==> src/sv/deferred_free_descriptor_allocator_defines.svh <==
// assertion macros shared by the allocator modules
// expects aclk and aresetn in the scope of each use
`ifndef DEFERRED_FREE_DESCRIPTOR_ALLOCATOR_DEFINES_SVH
`define DEFERRED_FREE_DESCRIPTOR_ALLOCATOR_DEFINES_SVH

// consequent checked in the same cycle
`define DFDA_ASSERT_NOW(label, ante, cons, msg) \
    label: assert property (@(posedge aclk) disable iff (!aresetn) (ante) |-> (cons)) \
        else $error(msg);

// consequent checked in the next cycle
`define DFDA_ASSERT_NEXT(label, ante, cons, msg) \
    label: assert property (@(posedge aclk) disable iff (!aresetn) (ante) |=> (cons)) \
        else $error(msg);

`endif

==> src/sv/dfda_pkg.sv <==
// shared constants, codes and controller/datapath interface structs
// no dependencies
package dfda_pkg;

    localparam int MAX_SLOTS   = 64;
    localparam int NUM_FRAMES  = 3;
    localparam int IDX_W       = 6;
    localparam int CNT_W       = 7;
    localparam int ADDR_W      = 48;
    localparam int STRIDE_W    = 13;
    localparam int OFFS_W      = IDX_W + STRIDE_W;
    localparam int CMD_W       = 2;
    localparam int FRAME_W     = 2;
    localparam int STATUS_W    = 3;
    localparam int CFG_IDX_W   = 3;

    localparam logic [CNT_W-1:0]    RST_SLOT_COUNT  = 7'd64;
    localparam logic [STRIDE_W-1:0] RST_SLOT_STRIDE = 13'd32;

    typedef enum logic [CMD_W-1:0] {
        CMD_ALLOC   = 2'd0,
        CMD_FREE    = 2'd1,
        CMD_PROCESS = 2'd2
    } cmd_t;

    typedef enum logic [STATUS_W-1:0] {
        ST_OK          = 3'd0,
        ST_FULL        = 3'd1,
        ST_BAD_ADDR    = 3'd2,
        ST_NONE_IN_USE = 3'd3,
        ST_IGNORED     = 3'd4,
        ST_FRAME_FULL  = 3'd5
    } status_t;

    typedef enum logic [CFG_IDX_W-1:0] {
        CFG_SLOT_COUNT     = 3'd0,
        CFG_SLOT_STRIDE    = 3'd1,
        CFG_CPU_BASE       = 3'd2,
        CFG_GPU_BASE       = 3'd3,
        CFG_SHADER_VISIBLE = 3'd4
    } cfg_reg_t;

    typedef struct packed {
        logic    capture;
        logic    fs_read;
        logic    alloc_mul;
        logic    alloc_add;
        logic    free_mul;
        logic    free_add;
        logic    park;
        logic    walk_start;
        logic    pk_read;
        logic    push;
        logic    walk_clear;
        logic    out_load;
        status_t status;
    } dp_cmd_t;

    typedef struct packed {
        logic [CMD_W-1:0] cmd;
        logic             full;
        logic             addr_zero;
        logic             none_in_use;
        logic             addr_bad;
        logic             frame_bad;
        logic             frame_full;
        logic             walk_more;
        logic             out_free;
    } dp_stat_t;

endpackage

==> src/sv/deferred_free_descriptor_allocator.sv <==
// top level of the deferred-free descriptor slot allocator
// depends on dfda_pkg, dfda_ctrl and dfda_datapath
//
//   channel   handshake          beat contents
//   s_        s_valid/s_ready    command, slot address, claimed index, frame
//   m_        m_valid/m_ready    status, slot index, cpu/gpu address, slots in use
//   cfg_      cfg_write          register index and data, no read-back
//
// allocate and every free run from accept to accept through the decode or stack
// read, the index-times-stride multiply and the 48-bit add/compare after it.
// a full allocate, an unknown command or a process of an out-of-range frame goes
// from decode straight to the finish state; processing a frame reads and pushes
// back its parked entries in turn. no clearing pass: ready once aresetn goes high.
// a result waits in the output register while the next beat is accepted; the
// following result stalls until m_ready frees that register.
module deferred_free_descriptor_allocator #(
    parameter int FrameCount = dfda_pkg::NUM_FRAMES
) (
    input  logic                              aclk,
    input  logic                              aresetn,
    input  logic                              cfg_write,
    input  logic [dfda_pkg::CFG_IDX_W-1:0]    cfg_index,
    input  logic [dfda_pkg::ADDR_W-1:0]       cfg_data,
    input  logic                              s_valid,
    output logic                              s_ready,
    input  logic [dfda_pkg::CMD_W-1:0]        s_command,
    input  logic [dfda_pkg::ADDR_W-1:0]       s_slot_address,
    input  logic [dfda_pkg::IDX_W-1:0]        s_claimed_index,
    input  logic [dfda_pkg::FRAME_W-1:0]      s_frame_number,
    output logic                              m_valid,
    input  logic                              m_ready,
    output logic [dfda_pkg::STATUS_W-1:0]     m_status,
    output logic [dfda_pkg::IDX_W-1:0]        m_slot_index,
    output logic [dfda_pkg::ADDR_W-1:0]       m_cpu_address,
    output logic [dfda_pkg::ADDR_W-1:0]       m_gpu_address,
    output logic [dfda_pkg::CNT_W-1:0]        m_slots_in_use
);

    dfda_pkg::dp_cmd_t  dp_cmd;
    dfda_pkg::dp_stat_t dp_stat;

    dfda_ctrl u_ctrl (
        .aclk    (aclk),
        .aresetn (aresetn),
        .s_valid (s_valid),
        .s_ready (s_ready),
        .stat    (dp_stat),
        .cmd     (dp_cmd)
    );

    dfda_datapath #(
        .FrameCount (FrameCount)
    ) u_datapath (
        .aclk            (aclk),
        .aresetn         (aresetn),
        .cfg_write       (cfg_write),
        .cfg_index       (cfg_index),
        .cfg_data        (cfg_data),
        .s_command       (s_command),
        .s_slot_address  (s_slot_address),
        .s_claimed_index (s_claimed_index),
        .s_frame_number  (s_frame_number),
        .cmd             (dp_cmd),
        .stat            (dp_stat),
        .m_valid         (m_valid),
        .m_ready         (m_ready),
        .m_status        (m_status),
        .m_slot_index    (m_slot_index),
        .m_cpu_address   (m_cpu_address),
        .m_gpu_address   (m_gpu_address),
        .m_slots_in_use  (m_slots_in_use)
    );

endmodule

==> src/sv/dfda_ctrl.sv <==
// sequencing state machine of the allocator
// depends on dfda_pkg and the assertion macro header
`include "deferred_free_descriptor_allocator_defines.svh"

module dfda_ctrl (
    input  logic               aclk,
    input  logic               aresetn,
    input  logic               s_valid,
    output logic               s_ready,
    input  dfda_pkg::dp_stat_t stat,
    output dfda_pkg::dp_cmd_t  cmd
);

    typedef enum logic [3:0] {
        S_IDLE,
        S_DECODE,
        S_ALLOC_MUL,
        S_ALLOC_ADD,
        S_FREE_ADD,
        S_FREE_CHK,
        S_PROC_RD,
        S_PROC_WR,
        S_FINISH
    } state_t;

    state_t              state_reg, state_next;
    dfda_pkg::status_t   st_reg, st_next;

    always_comb begin
        cmd        = '0;
        cmd.status = st_reg;
        s_ready    = 1'b0;
        state_next = state_reg;
        st_next    = st_reg;
        case (state_reg)
            S_IDLE: begin
                s_ready = 1'b1;
                if (s_valid) begin
                    cmd.capture = 1'b1;
                    state_next  = S_DECODE;
                end
            end
            S_DECODE: begin
                case (dfda_pkg::cmd_t'(stat.cmd))
                    dfda_pkg::CMD_ALLOC: begin
                        if (stat.full) begin
                            st_next    = dfda_pkg::ST_FULL;
                            state_next = S_FINISH;
                        end else begin
                            cmd.fs_read = 1'b1;
                            state_next  = S_ALLOC_MUL;
                        end
                    end
                    dfda_pkg::CMD_FREE: begin
                        cmd.free_mul = 1'b1;
                        state_next   = S_FREE_ADD;
                    end
                    dfda_pkg::CMD_PROCESS: begin
                        if (stat.frame_bad) begin
                            st_next    = dfda_pkg::ST_IGNORED;
                            state_next = S_FINISH;
                        end else begin
                            cmd.walk_start = 1'b1;
                            state_next     = S_PROC_RD;
                        end
                    end
                    default: begin
                        st_next    = dfda_pkg::ST_IGNORED;
                        state_next = S_FINISH;
                    end
                endcase
            end
            S_ALLOC_MUL: begin
                cmd.alloc_mul = 1'b1;
                state_next    = S_ALLOC_ADD;
            end
            S_ALLOC_ADD: begin
                cmd.alloc_add = 1'b1;
                st_next       = dfda_pkg::ST_OK;
                state_next    = S_FINISH;
            end
            S_FREE_ADD: begin
                cmd.free_add = 1'b1;
                state_next   = S_FREE_CHK;
            end
            S_FREE_CHK: begin
                // check order matters: first failing check names the status
                if (stat.addr_zero) begin
                    st_next = dfda_pkg::ST_IGNORED;
                end else if (stat.none_in_use) begin
                    st_next = dfda_pkg::ST_NONE_IN_USE;
                end else if (stat.addr_bad) begin
                    st_next = dfda_pkg::ST_BAD_ADDR;
                end else if (stat.frame_bad) begin
                    st_next = dfda_pkg::ST_IGNORED;
                end else if (stat.frame_full) begin
                    st_next = dfda_pkg::ST_FRAME_FULL;
                end else begin
                    cmd.park = 1'b1;
                    st_next  = dfda_pkg::ST_OK;
                end
                state_next = S_FINISH;
            end
            S_PROC_RD: begin
                if (stat.walk_more) begin
                    cmd.pk_read = 1'b1;
                    state_next  = S_PROC_WR;
                end else begin
                    // list is emptied even if parked entries were dropped
                    cmd.walk_clear = 1'b1;
                    st_next        = dfda_pkg::ST_OK;
                    state_next     = S_FINISH;
                end
            end
            S_PROC_WR: begin
                cmd.push   = 1'b1;
                state_next = S_PROC_RD;
            end
            S_FINISH: begin
                if (stat.out_free) begin
                    cmd.out_load = 1'b1;
                    s_ready      = 1'b1;
                    if (s_valid) begin
                        cmd.capture = 1'b1;
                        state_next  = S_DECODE;
                    end else begin
                        state_next = S_IDLE;
                    end
                end
            end
            default: begin
                state_next = S_IDLE;
            end
        endcase
    end

    always_ff @(posedge aclk) begin
        if (!aresetn) begin
            state_reg <= S_IDLE;
            st_reg    <= dfda_pkg::ST_OK;
        end else begin
            state_reg <= state_next;
            st_reg    <= st_next;
        end
    end

    `DFDA_ASSERT_NOW(a_load_into_free_slot, cmd.out_load, stat.out_free, "result loaded over unread beat")
    `DFDA_ASSERT_NOW(a_push_after_read, cmd.push, $past(cmd.pk_read), "push without parked read")
    `DFDA_ASSERT_NOW(a_mul_after_read, cmd.alloc_mul, $past(cmd.fs_read), "alloc multiply without stack read")

endmodule

==> src/sv/dfda_datapath.sv <==
// registers, free stack and parked lists, address arithmetic and result register
// depends on dfda_pkg and the assertion macro header
`include "deferred_free_descriptor_allocator_defines.svh"

module dfda_datapath #(
    parameter int FrameCount = dfda_pkg::NUM_FRAMES
) (
    input  logic                              aclk,
    input  logic                              aresetn,
    input  logic                              cfg_write,
    input  logic [dfda_pkg::CFG_IDX_W-1:0]    cfg_index,
    input  logic [dfda_pkg::ADDR_W-1:0]       cfg_data,
    input  logic [dfda_pkg::CMD_W-1:0]        s_command,
    input  logic [dfda_pkg::ADDR_W-1:0]       s_slot_address,
    input  logic [dfda_pkg::IDX_W-1:0]        s_claimed_index,
    input  logic [dfda_pkg::FRAME_W-1:0]      s_frame_number,
    input  dfda_pkg::dp_cmd_t                 cmd,
    output dfda_pkg::dp_stat_t                stat,
    output logic                              m_valid,
    input  logic                              m_ready,
    output logic [dfda_pkg::STATUS_W-1:0]     m_status,
    output logic [dfda_pkg::IDX_W-1:0]        m_slot_index,
    output logic [dfda_pkg::ADDR_W-1:0]       m_cpu_address,
    output logic [dfda_pkg::ADDR_W-1:0]       m_gpu_address,
    output logic [dfda_pkg::CNT_W-1:0]        m_slots_in_use
);

    localparam int FrameW   = (FrameCount > 1) ? $clog2(FrameCount) : 1;
    localparam int CntDepth = 1 << FrameW;
    localparam int PkDepth  = FrameCount * dfda_pkg::MAX_SLOTS;
    localparam int PkAddrW  = $clog2(PkDepth);

    localparam int IW = dfda_pkg::IDX_W;
    localparam int CW = dfda_pkg::CNT_W;
    localparam int AW = dfda_pkg::ADDR_W;
    localparam int SW = dfda_pkg::STRIDE_W;
    localparam int OW = dfda_pkg::OFFS_W;

    // configuration
    logic [CW-1:0] slot_count_reg;
    logic [SW-1:0] slot_stride_reg;
    logic [AW-1:0] cpu_base_reg;
    logic [AW-1:0] gpu_base_reg;
    logic          shader_visible_reg;
    logic [CW-1:0] cap;
    logic [SW-1:0] stride;

    // captured item
    logic [dfda_pkg::CMD_W-1:0]   cmd_reg;
    logic [AW-1:0]                addr_reg;
    logic [IW-1:0]                claimed_reg;
    logic [dfda_pkg::FRAME_W-1:0] frame_reg;
    logic [FrameW-1:0]            frame_sel;
    logic                         frame_bad;

    // allocator state
    logic [CW-1:0]         in_use_reg;
    logic [CW-1:0]         in_use_dec;
    logic [CW-1:0]         pk_cnt_reg [CntDepth];
    logic [CW-1:0]         pk_cnt_sel;
    logic [CW-1:0]         walk_reg;
    logic [dfda_pkg::MAX_SLOTS-1:0] fs_valid_reg;

    // memories and their read registers
    logic [IW-1:0]      fs_mem [dfda_pkg::MAX_SLOTS];
    logic [IW-1:0]      fs_rdata_reg;
    logic [IW-1:0]      fs_raddr_reg;
    logic               fs_hit_reg;
    logic [IW-1:0]      fs_word;
    logic [IW-1:0]      fs_rd_addr;
    logic [IW-1:0]      fs_wr_addr;
    logic [IW-1:0]      pk_mem [PkDepth];
    logic [IW-1:0]      pk_rdata_reg;
    logic [PkAddrW-1:0] pk_wr_addr;
    logic [PkAddrW-1:0] pk_rd_addr;

    // arithmetic and result
    logic [OW-1:0] mul_reg;
    logic [AW:0]   sum_reg;
    logic [IW-1:0] res_idx_reg;
    logic [AW-1:0] res_cpu_reg;
    logic [AW-1:0] res_gpu_reg;

    logic                       m_valid_reg;
    logic [dfda_pkg::STATUS_W-1:0] m_status_reg;
    logic [IW-1:0]              m_slot_index_reg;
    logic [AW-1:0]              m_cpu_address_reg;
    logic [AW-1:0]              m_gpu_address_reg;
    logic [CW-1:0]              m_slots_in_use_reg;

    always_ff @(posedge aclk) begin
        if (!aresetn) begin
            slot_count_reg     <= dfda_pkg::RST_SLOT_COUNT;
            slot_stride_reg    <= dfda_pkg::RST_SLOT_STRIDE;
            cpu_base_reg       <= '0;
            gpu_base_reg       <= '0;
            shader_visible_reg <= 1'b0;
        end else if (cfg_write) begin
            case (dfda_pkg::cfg_reg_t'(cfg_index))
                dfda_pkg::CFG_SLOT_COUNT:     slot_count_reg     <= cfg_data[CW-1:0];
                dfda_pkg::CFG_SLOT_STRIDE:    slot_stride_reg    <= cfg_data[SW-1:0];
                dfda_pkg::CFG_CPU_BASE:       cpu_base_reg       <= cfg_data;
                dfda_pkg::CFG_GPU_BASE:       gpu_base_reg       <= cfg_data;
                dfda_pkg::CFG_SHADER_VISIBLE: shader_visible_reg <= cfg_data[0];
                default: ;
            endcase
        end
    end

    // capacity clamps to 1..MAX_SLOTS, zero stride acts as one
    assign cap = (slot_count_reg == '0) ? CW'(1) :
                 (slot_count_reg > CW'(dfda_pkg::MAX_SLOTS)) ? CW'(dfda_pkg::MAX_SLOTS) :
                 slot_count_reg;
    assign stride = (slot_stride_reg == '0) ? SW'(1) : slot_stride_reg;

    always_ff @(posedge aclk) begin
        if (cmd.capture) begin
            cmd_reg     <= s_command;
            addr_reg    <= s_slot_address;
            claimed_reg <= s_claimed_index;
            frame_reg   <= s_frame_number;
        end
    end

    assign frame_sel  = FrameW'(frame_reg);
    assign frame_bad  = (int'(frame_reg) >= FrameCount);
    assign pk_cnt_sel = pk_cnt_reg[frame_sel];
    assign in_use_dec = in_use_reg - CW'(1);

    always_ff @(posedge aclk) begin
        if (!aresetn) begin
            in_use_reg   <= '0;
            walk_reg     <= '0;
            fs_valid_reg <= '0;
            for (int i = 0; i < CntDepth; i++) begin
                pk_cnt_reg[i] <= '0;
            end
        end else begin
            if (cmd.alloc_add) begin
                in_use_reg <= in_use_reg + CW'(1);
            end else if (cmd.push) begin
                in_use_reg <= in_use_dec;
            end
            if (cmd.walk_start) begin
                walk_reg <= '0;
            end else if (cmd.push) begin
                walk_reg <= walk_reg + CW'(1);
            end
            if (cmd.push) begin
                fs_valid_reg[fs_wr_addr] <= 1'b1;
            end
            if (cmd.park) begin
                pk_cnt_reg[frame_sel] <= pk_cnt_sel + CW'(1);
            end else if (cmd.walk_clear) begin
                pk_cnt_reg[frame_sel] <= '0;
            end
        end
    end

    // free stack: an entry never written reads as its own index
    assign fs_rd_addr = in_use_reg[IW-1:0];
    assign fs_wr_addr = in_use_dec[IW-1:0];
    assign fs_word    = fs_hit_reg ? fs_rdata_reg : fs_raddr_reg;

    always_ff @(posedge aclk) begin
        if (cmd.fs_read) begin
            fs_rdata_reg <= fs_mem[fs_rd_addr];
            fs_hit_reg   <= fs_valid_reg[fs_rd_addr];
            fs_raddr_reg <= fs_rd_addr;
        end
        if (cmd.push) begin
            fs_mem[fs_wr_addr] <= pk_rdata_reg;
        end
    end

    assign pk_wr_addr = PkAddrW'({frame_sel, pk_cnt_sel[IW-1:0]});
    assign pk_rd_addr = PkAddrW'({frame_sel, walk_reg[IW-1:0]});

    always_ff @(posedge aclk) begin
        if (cmd.park) begin
            pk_mem[pk_wr_addr] <= claimed_reg;
        end
        if (cmd.pk_read) begin
            pk_rdata_reg <= pk_mem[pk_rd_addr];
        end
    end

    always_ff @(posedge aclk) begin
        if (cmd.capture) begin
            res_idx_reg <= '0;
            res_cpu_reg <= '0;
            res_gpu_reg <= '0;
        end else begin
            if (cmd.alloc_mul) begin
                res_idx_reg <= fs_word;
            end
            if (cmd.park) begin
                res_idx_reg <= claimed_reg;
            end
            if (cmd.alloc_add) begin
                res_cpu_reg <= cpu_base_reg + AW'(mul_reg);
                res_gpu_reg <= shader_visible_reg ? (gpu_base_reg + AW'(mul_reg)) : '0;
            end
        end
        if (cmd.alloc_mul) begin
            mul_reg <= OW'(fs_word) * OW'(stride);
        end else if (cmd.free_mul) begin
            mul_reg <= OW'(claimed_reg) * OW'(stride);
        end
        // address the claimed index would have, kept one bit wider for the carry
        if (cmd.free_add) begin
            sum_reg <= {1'b0, cpu_base_reg} + (AW + 1)'(mul_reg);
        end
    end

    always_ff @(posedge aclk) begin
        if (!aresetn) begin
            m_valid_reg <= 1'b0;
        end else if (cmd.out_load) begin
            m_valid_reg <= 1'b1;
        end else if (m_ready) begin
            m_valid_reg <= 1'b0;
        end
    end

    always_ff @(posedge aclk) begin
        if (cmd.out_load) begin
            m_status_reg       <= cmd.status;
            m_slot_index_reg   <= res_idx_reg;
            m_cpu_address_reg  <= res_cpu_reg;
            m_gpu_address_reg  <= res_gpu_reg;
            m_slots_in_use_reg <= in_use_reg;
        end
    end

    always_comb begin
        stat             = '0;
        stat.cmd         = cmd_reg;
        stat.full        = (in_use_reg >= cap);
        stat.addr_zero   = (addr_reg == '0);
        stat.none_in_use = (in_use_reg == '0);
        stat.addr_bad    = (addr_reg < cpu_base_reg) || (CW'(claimed_reg) >= cap) ||
                           ({1'b0, addr_reg} != sum_reg);
        stat.frame_bad   = frame_bad;
        stat.frame_full  = (pk_cnt_sel >= CW'(dfda_pkg::MAX_SLOTS));
        stat.walk_more   = (walk_reg < pk_cnt_sel) && (in_use_reg != '0);
        stat.out_free    = !m_valid_reg || m_ready;
    end

    assign m_valid        = m_valid_reg;
    assign m_status       = m_status_reg;
    assign m_slot_index   = m_slot_index_reg;
    assign m_cpu_address  = m_cpu_address_reg;
    assign m_gpu_address  = m_gpu_address_reg;
    assign m_slots_in_use = m_slots_in_use_reg;

    `DFDA_ASSERT_NOW(a_in_use_bound, 1'b1,
        in_use_reg <= CW'(dfda_pkg::MAX_SLOTS), "in-use count above depth")
    `DFDA_ASSERT_NOW(a_park_has_room, cmd.park,
        pk_cnt_sel < CW'(dfda_pkg::MAX_SLOTS), "park into full list")
    `DFDA_ASSERT_NEXT(a_load_shows_count, cmd.out_load,
        m_valid_reg && (m_slots_in_use_reg == $past(in_use_reg)), "result beat lost count")

endmodule
==> config.mk <==
export PLATFORM = sky130hd
export DESIGN_NAME = deferred_free_descriptor_allocator
export DESIGN_NICKNAME = d
export VERILOG_FILES = /design/src/sv/dfda_pkg.sv /design/src/sv/deferred_free_descriptor_allocator.sv /design/src/sv/dfda_ctrl.sv /design/src/sv/dfda_datapath.sv
export VERILOG_INCLUDE_DIRS = /design/src /design/src/sv
export SDC_FILE = /design/constraint.sdc
export NUM_CORES = 2
export LEC_CHECK = 0
export CAP_MARGIN = 20
export CORE_MARGIN = 3
export CORE_UTILIZATION = 45
export DETAILED_ROUTE_END_ITERATION = 12
export DONT_BUFFER_PORTS = 1
export PLACE_DENSITY = 0.58
export SYNTH_ARGS = -nofsm -noshare
export SYNTH_HDL_FRONTEND = slang
export SYNTH_SLANG_ARGS = --single-unit
==> constraint.sdc <==
create_clock -name aclk -period 10.2 [get_ports aclk]
set_input_delay 1.53 -clock aclk [delete_from_list [all_inputs] [get_ports aclk]]
set_output_delay 1.53 -clock aclk [all_outputs]
set_load 0.02 [all_outputs]
==> metrics.txt <==
status=finished clean; critical path's most frequent cell=fa_1; cell count after synthesis=5,629; share of cells above drive strength 1=0.166; post-synthesis sequential area ratio=0.672; IO Pins=approximately 230; Detail Route Antenna Nets=0; area delta synth->final=11.1%; CTS max path bufs=3; full die area=206,000 um2; DRT iter0 DRCs=4,700; largest net degree at the start of global routing=208; fill count=around 16,000; Post CTS Setup Buffer Count=0; worst clock skew=0.0686 ns; Crit path arrival time=between 6 and 7 ns; Cell Chain, Critical Path=nor4_1 > a41oi_1 > buf_4 > or2_2 > fa_1 > fa_1 > fa_1 > inv_1 > ha_1 > a211oi_1 > o21bai_1 > a31o_2 > a31oi_1 > a21oi_1 > a311oi_1 > xor2_1 > mux2i_1; Die Span Y=roughly 450 um; GR Util met2=0.368; Critical Path Max Stage Delay=approximately 0.55 ns; dpl hpwl=153 mm; total negative slack=0 ns; Overall Power=roughly 19 mW; fin area=a little over 100,000 um2; pwr/cell area=185 nW/um2; DRC=0; Initial Utilization=0.455; Port Buffers=0; num rows=between 150 and 200; dpl cells=around 8,100; static leakage=between 30 and 40 nW; drt pass-1 iters=6; Peak Freq=roughly 180 MHz; total congestion overflow=0; Final nets=about 6,000; Tightest Pin Transition=1.47 ns; Slew Limit Fails=0; H-tree depth=4; share of flip-flops with an asynchronous set or reset=0; clk sinks=between 2,000 and 2,500; routed len/inst=27.4 um; Hold Vio Cnt, Final=0; CP Data Required Time=between 10 and 15 ns; RD Place Congestion=a little under 0.9; critical path launch point type=register; #FFs+latches synth=roughly 2,100; part of the power in registers=0.526; first-pass GRT wire length=about 340 mm; prevailing post-synth register cell=edfxtp_1; met1 Usage GRT=0.304; Comb power frac=0.049; routed wire length=232 mm; GR peak layer=met2; Yosys cell types=75; leading cell type in the layout, fill and taps excluded=edfxtp_1; max-cap violation count=0; Crit Path Category=reg -> reg; max reg flops=~1,200; fin cells=8,468; Slew HR=0.0231; clock transition at the registers of the reported paths=around 0.060 ns; via-per-instance ratio=roughly 5.7; RSZ-0062 raised after global routing=false; met3 Use GR=0.0404; Final setup viols=0; CTS tree=done; syn_nets=approximately 6,000; hold-fix buffers at CTS=0; synthesis warning total=0; mapped cell area=just over 90,000 um2; worst min path class=reg -> reg; routed via count=48,600; number of global-route vias before repair=48,500; Crit. End Element=register; maximum vdd drop=0.171 mV; Mean Syn Cell Area=~16 um2; maximum fanout along the worst path=14; Die W=about 450 um; critical path's slowest cell=fa_1; most frequent cells in the layout=edfxtp_1, nor2_1, mux4_2; min Tclk post-route=around 5.5 ns; Period Utilization, post-route=0.539; initial antenna violation count=15; post_cts resized=0; dpl cell area=between 90,000 and 100,000 um2; Sw Ratio=0.226; Psw=roughly 4.2 mW; TritonCTS Buffers=210; EDFF count, synth=around 1,800; Min Hold Slack=just over 0.4 ns; clock latency on the worst-skew pair=0.85 ns; Internal=around 14 mW; clock share of power=0.425; clock root buffer=clkbuf_16; area of the core=around 200,000 um2; GRT Total Usage=0.224
==> logic make-up (layout without fill, tap and decap cells) <==
| logic type | after synthesis | count (layout) | share of synthesized area |
|---|---|---|---|
| AOI/OAI and AO/OA | 555 | 555 | 0.0383 |
| xor gates and xnor gates | 168 | 168 | 0.0163 |
| adders and majority gates | 257 | 257 | 0.0432 |
| buffers and inverters | 475 | 661 | 0.0206 |
| DFF | 2128 | 2128 | 0.672 |
| muxes | 559 | 559 | 0.136 |
| other | 0 | 13 | 0 |
| and+or+nand+nor | 1487 | 1487 | 0.0737 |
==> cell usage after synthesis (all sizes together), types with 5 or more instances <==
| cell type | count | share of area |
|---|---|---|
| xor2 | 47 | 0.0046 |
| nand3b | 5 | 0.00042 |
| o21ai | 93 | 0.0051 |
| mux4 | 532 | 0.13 |
| nor2b | 89 | 0.0062 |
| a211oi | 16 | 0.0014 |
| xnor2 | 121 | 0.012 |
| and3 | 28 | 0.0019 |
| a22oi | 16 | 0.0013 |
| or3 | 19 | 0.0013 |
| a21oi | 229 | 0.013 |
| nor3 | 46 | 0.0025 |
| a32oi | 7 | 0.00068 |
| or2 | 8 | 0.00055 |
| nand3 | 54 | 0.0030 |
| nor3b | 7 | 0.00058 |
| nor2 | 546 | 0.023 |
| o21bai | 5 | 0.00042 |
| a21o | 30 | 0.0025 |
| mux2i | 22 | 0.0024 |
| mux2 | 5 | 0.00062 |
| o211ai | 10 | 0.00083 |
| nand4 | 33 | 0.0023 |
| and2 | 82 | 0.0057 |
| ha | 165 | 0.023 |
| nand2 | 488 | 0.020 |
| a31oi | 16 | 0.0011 |
| nand2b | 32 | 0.0022 |
| a31o | 7 | 0.00068 |
| buf | 100 | 0.0050 |
| a2111oi | 11 | 0.0012 |
| fa | 92 | 0.020 |
| inv | 190 | 0.0079 |
| clkbuf | 184 | 0.0076 |
| o21a | 75 | 0.0062 |
| edfxtp | 1821 | 0.60 |
| nor4 | 29 | 0.0020 |
| dfxtp | 307 | 0.068 |
| and4 | 11 | 0.0011 |
| a211o | 5 | 0.00048 |
==> layout make-up <==
| class | instances | area (um2) | share of cell area |
|---|---|---|---|
| diodes | 13 | 32.5 | 0.000324 |
| clock buffers | 275 | 5770 | 0.0574 |
| clock inverters | 123 | 1370 | 0.0136 |
| inverters | 191 | 727 | 0.00723 |
| multi-input cells | 3026 | 27800 | 0.277 |
| flip-flops and latches | 2128 | 60900 | 0.605 |
| well taps | 2640 | 3300 | 0.0329 |
| repair buffers | 72 | 648 | 0.00645 |
==> final timing paths <==
check	start	end	slack [ns]	cells past startpoint
setup / recovery	u_datapath.slot_stride_reg[1]	u_datapath.mul_reg[17]	4.70	17
hold / removal	u_datapath.res_cpu_reg[13]	u_datapath.m_cpu_address[13]	0.40	0
setup reg to reg	u_datapath.slot_stride_reg[1]	u_datapath.mul_reg[17]	4.70	17
hold reg to reg	u_datapath.res_cpu_reg[13]	u_datapath.m_cpu_address[13]	0.40	0
==> power groups by stage <==
stage	Sequential [mW]	Clock [mW]	Combinational (mW)
after floorplan	9.97	0	0.521
after global placement	9.95	0	0.892
after detailed placement	9.95	0	0.907
after CTS	9.77	8.04	0.911
after global routing	9.77	8.40	1.00
final	9.77	7.91	0.913
==> layer usage <==
layer | share of wire | routed length, um
met4 | 0.029 | 6840
met1 | 0.41 | 96200
met2 | 0.50 | 115000
met5 | 0.000086 | 20
met3 | 0.060 | 13800
==> through the flow <==
step | setup slack (ns) | utilization
floorplan | 3.34 | -
detailed placement | 4.69 | 0.470
global placement | 4.80 | 0.470
finish | 4.70 | 0.506
global route | 4.39 | 0.506
CTS | 4.71 | 0.506
==> worst max-delay path, delay by kind of cell (launching register included) <==
kind / cells / cell delay (ns)
compound gates: 7 / 1.65
fa+ha+maj: 4 / 1.95
simple gates: 2 / 0.72
xor+xnor: 1 / 0.17
flops: 1 / 0.44
mux: 1 / 0.09
buf+inv: 2 / 0.25
Note: power is estimated with default switching activity, not from simulation.
